===== config.mk =====
export PLATFORM = sky130hd
export DESIGN_NAME = ladder_vcf_four_pole_unit
export DESIGN_NICKNAME = d
export VERILOG_FILES = /design/src/rtl/core/lvf_pkg.sv /design/src/rtl/core/lvf_mac.sv /design/src/rtl/core/ladder_vcf_four_pole_unit.sv
export SDC_FILE = /design/constraint.sdc
export NUM_CORES = 2
export LEC_CHECK = 0
export ABC_AREA = 1
export BUFFER_PORTS_ARGS = -buffer_cell sky130_fd_sc_hd__buf_4
export CORE_MARGIN = 2
export CORE_UTILIZATION = 23
export DETAILED_ROUTE_END_ITERATION = 8
export PLACE_DENSITY = 0.35
export SLEW_MARGIN = 10
export SYNTH_ARGS = -nofsm -noshare
export SYNTH_HDL_FRONTEND = slang
export SYNTH_SLANG_ARGS = --single-unit
export TNS_END_PERCENT = 5

===== constraint.sdc =====
create_clock -name clk -period 20.1 [get_ports clk]
set_input_delay 4.02 -clock clk [delete_from_list [all_inputs] [get_ports clk]]
set_output_delay 4.02 -clock clk [all_outputs]
set_load 0.01 [all_outputs]

===== src/rtl/core/lvf_pkg.sv =====
// Shared constants and types for the ladder filter.
// No dependencies.
package lvf_pkg;
	localparam int ST_W = 24;
	localparam int CO_W = 20;
	localparam int CO_FRAC = 16;
	localparam int ST_FRAC = 20;
	localparam int DIG_W = 4;
	localparam logic signed [ST_W-1:0] ST_MAX = 24'sh7FFFFF;
	localparam logic signed [ST_W-1:0] ST_MIN = -24'sh800000;
	localparam logic signed [ST_W:0] SIXTH_Q20 = 25'sd174763;

	localparam logic [2:0] REG_ENABLE = 3'd0;
	localparam logic [2:0] REG_MODE   = 3'd1;
	localparam logic [2:0] REG_GAIN   = 3'd2;
	localparam logic [2:0] REG_FBK    = 3'd3;
	localparam logic [2:0] REG_RES    = 3'd4;

	localparam logic [1:0] MODE_SILENT = 2'd0;
	localparam logic [1:0] MODE_LP     = 2'd1;
	localparam logic [1:0] MODE_BP     = 2'd2;
	localparam logic [1:0] MODE_HP     = 2'd3;

	// sequencer steps; ST_FB through ST_SIX each run a digit-serial multiply-accumulate
	typedef enum logic [10:0] {
		ST_IDLE = 11'b00000000001,
		ST_FB   = 11'b00000000010,
		ST_P1   = 11'b00000000100,
		ST_P2   = 11'b00000001000,
		ST_P3   = 11'b00000010000,
		ST_P4   = 11'b00000100000,
		ST_SQ   = 11'b00001000000,
		ST_CU   = 11'b00010000000,
		ST_SIX  = 11'b00100000000,
		ST_OUT  = 11'b01000000000,
		ST_SEND = 11'b10000000000
	} seq_t;

	function automatic logic signed [ST_W-1:0] sat_st(input logic signed [63:0] v);
		if (v > 64'(ST_MAX)) return ST_MAX;
		if (v < 64'(ST_MIN)) return ST_MIN;
		return v[ST_W-1:0];
	endfunction
endpackage


===== src/rtl/core/lvf_mac.sv =====
// Digit-serial multiply-accumulate: a*m (- c*n) over 4-bit multiplier digits.
// Depends on lvf_pkg.
module lvf_mac
	import lvf_pkg::*;
(
	input  logic                clk,
	input  logic                arst_n,
	input  logic                start,
	input  logic signed [31:0]  a,
	input  logic signed [25:0]  m,
	input  logic signed [31:0]  c,
	input  logic signed [25:0]  n,
	output logic                done,
	output logic signed [63:0]  acc
);
	localparam int STEPS = 28 / DIG_W;
	logic [2:0] cnt_q;
	logic busy_q;
	logic signed [63:0] acc_q, a_q, c_q;
	logic [27:0] m_q, n_q;
	logic signed [63:0] pa, pc;
	logic last;

	assign last = (cnt_q == 3'(STEPS - 1));
	// top digit carries the sign weight
	always_comb begin
		if (last) begin
			pa = a_q * 64'($signed(m_q[DIG_W-1:0]));
			pc = c_q * 64'($signed(n_q[DIG_W-1:0]));
		end else begin
			pa = a_q * 64'($signed({1'b0, m_q[DIG_W-1:0]}));
			pc = c_q * 64'($signed({1'b0, n_q[DIG_W-1:0]}));
		end
	end

	always_ff @(posedge clk or negedge arst_n) begin
		if (!arst_n) begin
			busy_q <= 1'b0;
			cnt_q <= '0;
			done <= 1'b0;
		end else begin
			done <= 1'b0;
			if (start) begin
				busy_q <= 1'b1;
				cnt_q <= '0;
			end else if (busy_q) begin
				cnt_q <= cnt_q + 3'd1;
				if (last) begin
					busy_q <= 1'b0;
					done <= 1'b1;
				end
			end
		end
	end

	always_ff @(posedge clk) begin
		if (start) begin
			acc_q <= '0;
			a_q <= 64'(a);
			c_q <= 64'(c);
			m_q <= 28'(m);
			n_q <= 28'(n);
		end else if (busy_q) begin
			acc_q <= acc_q + pa - pc;
			a_q <= a_q <<< DIG_W;
			c_q <= c_q <<< DIG_W;
			m_q <= m_q >> DIG_W;
			n_q <= n_q >> DIG_W;
		end
	end
	assign acc = acc_q;
endmodule


===== src/rtl/core/ladder_vcf_four_pole_unit.sv =====
// Four-pole ladder filter top level: sequencer, state and stream ports.
// Depends on lvf_pkg and lvf_mac.
// A filtered sample is valid after its transfer when eight products (feedback,
// four poles, two cube steps, the sixth scale) run one after another through one
// digit-serial multiplier, each as a start, seven 4-bit digits and a hand-over,
// and ST_OUT and ST_SEND format it. Bypassed samples are valid the cycle after
// their transfer. One sample is in work at a time; the result waits in an output
// register and the next sample is taken from the cycle after the result transfer.
module ladder_vcf_four_pole_unit
	import lvf_pkg::*;
#(
	parameter int SAMPLE_BITS = 16
) (
	input  logic                   clk,
	input  logic                   arst_n,
	input  logic                   s_tvalid,
	output logic                   s_tready,
	input  logic [((SAMPLE_BITS+7)/8)*8-1:0] s_tdata, // sample_in
	output logic                   m_tvalid,
	input  logic                   m_tready,
	output logic [((SAMPLE_BITS+7)/8)*8-1:0] m_tdata, // sample_out
	input  logic                   cfg_we,
	input  logic [2:0]             cfg_index,
	input  logic [CO_W-1:0]        cfg_data
);
	localparam int DW = ((SAMPLE_BITS + 7) / 8) * 8;
	localparam int SH = ST_FRAC - (SAMPLE_BITS - 1);

	logic en_q;
	logic [1:0] mode_q;
	logic signed [CO_W-1:0] p_q, f_q, q_q;
	logic signed [ST_W-1:0] prev_q, b1_q, b2_q, b3_q, b4_q, x_q, fb_q, t_q;
	// cube terms grow past the state width before the sixth scale
	logic signed [31:0] cube_q;
	logic [SAMPLE_BITS-1:0] out_q;
	logic ovalid_q;
	seq_t st_q;

	logic mstart;
	logic signed [31:0] ma, mc;
	logic signed [25:0] mm, mn;
	logic mdone;
	logic signed [63:0] macc, sh16, sh20;

	lvf_mac u_mac (
		.clk, .arst_n, .start(mstart), .a(ma), .m(mm), .c(mc), .n(mn),
		.done(mdone), .acc(macc)
	);
	assign sh16 = macc >>> CO_FRAC;
	assign sh20 = macc >>> ST_FRAC;

	assign s_tready = (st_q == ST_IDLE) && !ovalid_q;
	assign m_tvalid = ovalid_q;
	assign m_tdata = DW'(out_q);

	logic signed [ST_W-1:0] xin;
	always_comb begin
		logic signed [SAMPLE_BITS:0] c;
		c = $signed({1'b0, s_tdata[SAMPLE_BITS-1:0]}) - $signed((SAMPLE_BITS+1)'(1) <<< (SAMPLE_BITS-1));
		if (SH >= 0) xin = ST_W'(64'(c) <<< SH);
		else xin = ST_W'(64'(c) >>> (-SH));
	end

	// operand selection for each product step
	always_comb begin
		ma = '0; mm = '0; mc = '0; mn = '0;
		unique case (st_q)
			ST_FB: begin ma = 32'(q_q); mm = 26'(b4_q); end
			ST_P1: begin ma = 32'(p_q); mm = 26'(fb_q) + 26'(prev_q);
				mc = 32'(f_q); mn = 26'(b1_q); end
			ST_P2: begin ma = 32'(p_q); mm = 26'(b1_q) + 26'(t_q);
				mc = 32'(f_q); mn = 26'(b2_q); end
			ST_P3: begin ma = 32'(p_q); mm = 26'(b2_q) + 26'(t_q);
				mc = 32'(f_q); mn = 26'(b3_q); end
			ST_P4: begin ma = 32'(p_q); mm = 26'(b3_q) + 26'(t_q);
				mc = 32'(f_q); mn = 26'(b4_q); end
			ST_SQ: begin ma = 32'(b4_q); mm = 26'(b4_q); end
			ST_CU: begin ma = cube_q; mm = 26'(b4_q); end
			ST_SIX: begin ma = cube_q; mm = 26'(SIXTH_Q20); end
			default: ;
		endcase
	end

	logic go_q;
	assign mstart = go_q;

	function automatic logic [SAMPLE_BITS-1:0] to_smp(input logic signed [ST_W+2:0] v);
		logic signed [63:0] s;
		logic signed [63:0] hf;
		hf = 64'sd1 <<< (SAMPLE_BITS - 1);
		if (SH >= 0) s = 64'(v) >>> SH;
		else s = 64'(v) <<< (-SH);
		if (s > hf - 1) s = hf - 1;
		if (s < -hf) s = -hf;
		s = s + hf;
		return s[SAMPLE_BITS-1:0];
	endfunction

	logic signed [ST_W+2:0] bp, yv;
	always_comb begin
		bp = ((ST_W+3)'(b3_q) - (ST_W+3)'(b4_q)) * (ST_W+3)'(3);
		unique case (mode_q)
			MODE_LP: yv = (ST_W+3)'(b4_q);
			MODE_BP: yv = bp;
			MODE_HP: yv = (ST_W+3)'(fb_q) - bp - (ST_W+3)'(b4_q);
			default: yv = '0;
		endcase
	end

	always_ff @(posedge clk or negedge arst_n) begin
		if (!arst_n) begin
			en_q <= 1'b0; mode_q <= MODE_LP;
			p_q <= '0; f_q <= '0; q_q <= '0;
			prev_q <= '0; b1_q <= '0; b2_q <= '0; b3_q <= '0; b4_q <= '0;
			st_q <= ST_IDLE; ovalid_q <= 1'b0; go_q <= 1'b0;
		end else begin
			go_q <= 1'b0;
			if (cfg_we) begin
				unique case (cfg_index)
					REG_ENABLE: en_q <= cfg_data[0];
					REG_MODE: mode_q <= cfg_data[1:0];
					REG_GAIN: p_q <= cfg_data;
					REG_FBK: f_q <= cfg_data;
					REG_RES: q_q <= cfg_data;
					default: ;
				endcase
			end
			if (ovalid_q && m_tready) ovalid_q <= 1'b0;
			unique case (st_q)
				ST_IDLE: if (s_tvalid && s_tready) begin
					if (en_q) begin
						st_q <= ST_FB; go_q <= 1'b1;
					end else begin
						ovalid_q <= 1'b1;
					end
				end
				ST_FB: if (mdone) begin
					fb_q <= sat_st(64'(x_q) - sh16); st_q <= ST_P1; go_q <= 1'b1;
				end
				ST_P1: if (mdone) begin
					t_q <= b1_q; b1_q <= sat_st(sh16); st_q <= ST_P2; go_q <= 1'b1;
				end
				ST_P2: if (mdone) begin
					t_q <= b2_q; b2_q <= sat_st(sh16); st_q <= ST_P3; go_q <= 1'b1;
				end
				ST_P3: if (mdone) begin
					t_q <= b3_q; b3_q <= sat_st(sh16); st_q <= ST_P4; go_q <= 1'b1;
				end
				ST_P4: if (mdone) begin
					b4_q <= sat_st(sh16); st_q <= ST_SQ; go_q <= 1'b1;
				end
				ST_SQ: if (mdone) begin
					cube_q <= 32'(sh20); st_q <= ST_CU; go_q <= 1'b1;
				end
				ST_CU: if (mdone) begin
					cube_q <= 32'(sh20); st_q <= ST_SIX; go_q <= 1'b1;
				end
				ST_SIX: if (mdone) begin
					b4_q <= sat_st(64'(b4_q) - sh20); prev_q <= fb_q; st_q <= ST_OUT;
				end
				ST_OUT: st_q <= ST_SEND;
				ST_SEND: begin
					ovalid_q <= 1'b1; st_q <= ST_IDLE;
				end
				default: st_q <= ST_IDLE;
			endcase
		end
	end

	always_ff @(posedge clk) begin
		if (st_q == ST_IDLE && s_tvalid && s_tready) begin
			x_q <= xin;
			out_q <= s_tdata[SAMPLE_BITS-1:0];
		end
		if (st_q == ST_SEND) out_q <= (mode_q == MODE_SILENT) ?
			SAMPLE_BITS'(1) << (SAMPLE_BITS - 1) : to_smp(yv);
	end
endmodule


==> results.sh <==
export IMPL_timing_final_crit_share_pct=47.52
export IMPL_synth_compound_gate_area_share_pct=16.13
export IMPL_ys_warnings_count=0
export IMPL_ctsHoldBuffers=0
export IMPL_min_period_ns=9.552
export IMPL_slew_headroom_pct=14.56
export IMPL_synth_flop_cell="edfxtp_1"
export IMPL_yosysSeqAreaShare_pct=18.35
export IMPL_syn_nets=13523
export IMPL_setup_viol=0
export IMPL_drtIter0Drc=5218
export IMPL_grt_pass1_vias=80374
export IMPL_cp_data_arrival_time_ns=10.21
export IMPL_tns_ns=0
export IMPL_worstSetupPathType="reg -> reg"
export IMPL_path_clk_slew_ns=0.06
export IMPL_critical_path_top_delay_family="simple AND/OR/NAND/NOR gates"
export IMPL_status="completed"
export IMPL_cts_setup_buffers=0
export IMPL_die_area_sq_um=360600
export IMPL_fin_nets=13527
export IMPL_drive_gt1_share_pct=4.054
export IMPL_hold_viol=0
export IMPL_grt_max_degree=136
export IMPL_rows=219
export IMPL_syn_cell_area_sq_um=81850
export IMPL_vias=78334
export IMPL_insertion_delay_ns=0.90
export IMPL_min_path_type="reg -> reg"
export IMPL_htreeDepth=3
export IMPL_wire_per_inst_um=22.00
export IMPL_synth_top_family_by_area="adder cells"
export IMPL_io_pins=62
export IMPL_numCtsBuffers=86
export IMPL_slowest_stage="o21ai_0"
export IMPL_worst_slew_pin_transition_ns=1.268
export IMPL_endpoint_kind="flip-flop"
export IMPL_synth_area_per_cell_sq_um=6.756
export IMPL_overflow=0
export IMPL_timing_final_ws_setup_ns=10.55
export IMPL_synthAdderAreaFrac_pct=26.13
export IMPL_die_y_um=600.5
export IMPL_maxCapViolCount=0
export IMPL_drc=0
export IMPL_yosys_cell_types_count=73
export IMPL_critPathBufInv=8
export IMPL_viasPerCell=4.624
export IMPL_crit_required_ns=20.76
export IMPL_initial_core_util_pct=23.05
export IMPL_slowest_delay_ns=0.97
export IMPL_syn_inst=12115
export IMPL_io_buffers=61
export IMPL_clk_path_buf_depth=4
export IMPL_antenna_found_initial=14
export IMPL_ant_nets=0
export IMPL_final_setup_skew_ns=0.1211
export IMPL_synthToLayoutAreaGrowth_pct=11.05
export IMPL_synth_edf_count=290
export IMPL_wirelength_um=372600
export IMPL_globalplace_congestion=0.9595
export IMPL_fp_dieW_um=600.5
export IMPL_rsz0062_at_grt="false"
export IMPL_grt_pass1_wl_um=551000
export IMPL_fillers=40573
export IMPL_fmax_ghz=0.1047
export IMPL_cts_root_buf="clkbuf_16"
export IMPL_ys_seq_elements=555
export IMPL_drt_pre_antenna_iters=6
export IMPL_start_kind="flip-flop"
export IMPL_slew_viol_final=0
export IMPL_async_reset_ff_share_pct=36.22
export IMPL_cts_tree="done"
export IMPL_synth_area_mux_share_pct=0.05045
export IMPL_place_ws_ns=10.64
export IMPL_synth_xor_area_share_pct=2.321
export IMPL_grtUsageTotal_pct=20.35
export IMPL_cp_max_fo=49
export IMPL_ctsResizeCount=0
export IMPL_cts_sinks=555
export IMPL_dpl_hpwl_um=315700
export IMPL_synthSimpleGateAreaFrac_pct=23.25
export IMPL_core_sq_um=355100
[cell usage in the layout, fill, tap and decap left out, drive strengths merged, types with 28 or more instances in the layout]
cell type	instances
a221oi	57
ha	788
a21o	107
clkbuf	110
o22ai	84
fa	576
nand2	2950
nor2	916
nor4	37
o21a	44
nand3	444
dfxtp	64
nand4	104
buf	154
o21ai	907
or2	76
a21oi	857
nor3	74
edfxtp	290
o21bai	62
xnor2	92
a31oi	98
o221ai	28
dfrtp	199
inv	2747
xor2	124
[cell families (layout without fill, tap and decap cells)]
kind of cell             after synthesis  in the layout
AO/OA/AOI/OAI                       2348           2348
XOR/XNOR                             216            216
adder cells (fa/ha/maj)             1364           1364
buffers and inverters               2978           3048
flip-flops                           555            555
multiplexers                           4              4
other                                  0              4
AND/OR/NAND/NOR                     4650           4650
[per-layer routing]
| metal | track usage [%] | wire length (um) |
|---|---|---|
| met2 | 35.20 | 178900 |
| met1 | 27.30 | 171800 |
| met3 | 1.302 | 11270 |
| met5 | 0 | 0 |
| met4 | 5.382 | 10710 |
[cell usage after synthesis (8+ instances only)]
| cell | instances | area (sq um) |
|---|---|---|
| buf_4 | 8 | 60.06 |
| nand3b_1 | 23 | 172.7 |
| a21boi_0 | 18 | 135.1 |
| o21bai_1 | 61 | 457.9 |
| buf_1 | 15 | 56.30 |
| fa_1 | 576 | 11530 |
| a31oi_1 | 98 | 613.1 |
| a21oi_1 | 855 | 4279 |
| o211ai_1 | 24 | 180.2 |
| nand4_1 | 104 | 650.6 |
| nand2_1 | 2912 | 10930 |
| a221oi_1 | 57 | 499.2 |
| nand3_1 | 440 | 2202 |
| buf_2 | 13 | 65.06 |
| and3_1 | 8 | 50.05 |
| inv_2 | 22 | 82.58 |
| o2111ai_1 | 14 | 122.6 |
| dfxtp_1 | 64 | 1281 |
| edfxtp_1 | 290 | 8708 |
| xnor2_1 | 92 | 805.8 |
| o22ai_1 | 84 | 525.5 |
| nor4_1 | 36 | 225.2 |
| a21o_1 | 107 | 803.3 |
| nand2_2 | 38 | 237.7 |
| o221ai_1 | 28 | 245.2 |
| nor3_1 | 73 | 365.4 |
| a211oi_1 | 11 | 82.58 |
| or2_2 | 76 | 475.5 |
| dfrtp_1 | 199 | 4980 |
| a22oi_1 | 9 | 67.56 |
| xor2_1 | 123 | 1077 |
| o21ai_0 | 881 | 4409 |
| inv_1 | 2716 | 10190 |
| nor2_1 | 894 | 3356 |
| o21ai_1 | 20 | 100.1 |
| and2_1 | 14 | 87.58 |
| clkbuf_1 | 197 | 739.5 |
| o21a_1 | 44 | 330.3 |
| ha_1 | 788 | 9859 |
| nor2_2 | 16 | 100.1 |
[area by class of cell]
class | instances | area (sq um) | share of cell area (%)
Antenna cell | 4 | 10.01 | 0.01101
Clock buffer | 110 | 2386 | 2.625
Clock inverter | 44 | 409.1 | 0.4502
Inverter | 2740 | 10300 | 11.33
Multi-Input combinational cell | 8582 | 55620 | 61.20
Sequential cell | 555 | 15030 | 16.53
Tap cell | 4751 | 5944 | 6.540
Timing Repair Buffer | 154 | 1189 | 1.308
[metrics by stage]
step | cell area (sq um) | util [%] | hold slack, ns | std cells
4_1_cts | 90880 | 25.59 | 0.4300 | 16936
6_report | 90890 | 25.59 | 0.4194 | 16940
5_1_grt | 90880 | 25.59 | 0.4214 | 16938
3_3_place_gp | 88080 | 24.80 | 0.4572 | 16782
3_5_place_dp | 88080 | 24.80 | 0.4497 | 16782
2_1_floorplan | 81850 | - | 0.4082 | 12115
[final timing paths]
kind | slack, ns | cells after the start | endpoint | from
max reg2reg | 10.55 | 33 | u_mac.acc[61]$_SDFFE_PP0P_ | u_mac.n_q[1]$_DFFE_PP_
max | 10.55 | 33 | u_mac.acc[61]$_SDFFE_PP0P_ | u_mac.n_q[1]$_DFFE_PP_
min in group asynchronous | 3.02 | 1 | b3_q[10]$_DFFE_PN0P_ | arst_n
min reg2reg | 0.42 | 0 | cube_q[11]$_DFFE_PP_ | u_mac.acc[31]$_SDFFE_PP0P_
max in group asynchronous | 15.79 | 2 | p_q[16]$_DFFE_PN0P_ | arst_n
min | 0.42 | 0 | cube_q[11]$_DFFE_PP_ | u_mac.acc[31]$_SDFFE_PP0P_
[sequential cells by signal (all words and copies together), names as in the netlist, 25 cells and up]
| name | flops |
|---|---|
| u_mac.n_q | 25 |
| u_mac.c_q | 64 |
| cube_q | 32 |
| u_mac.acc | 64 |
| u_mac.a_q | 64 |
| u_mac.m_q | 25 |
Power is not shown: default switching activity piles up to over one toggle a cycle in this logic, so the estimate is an artifact.
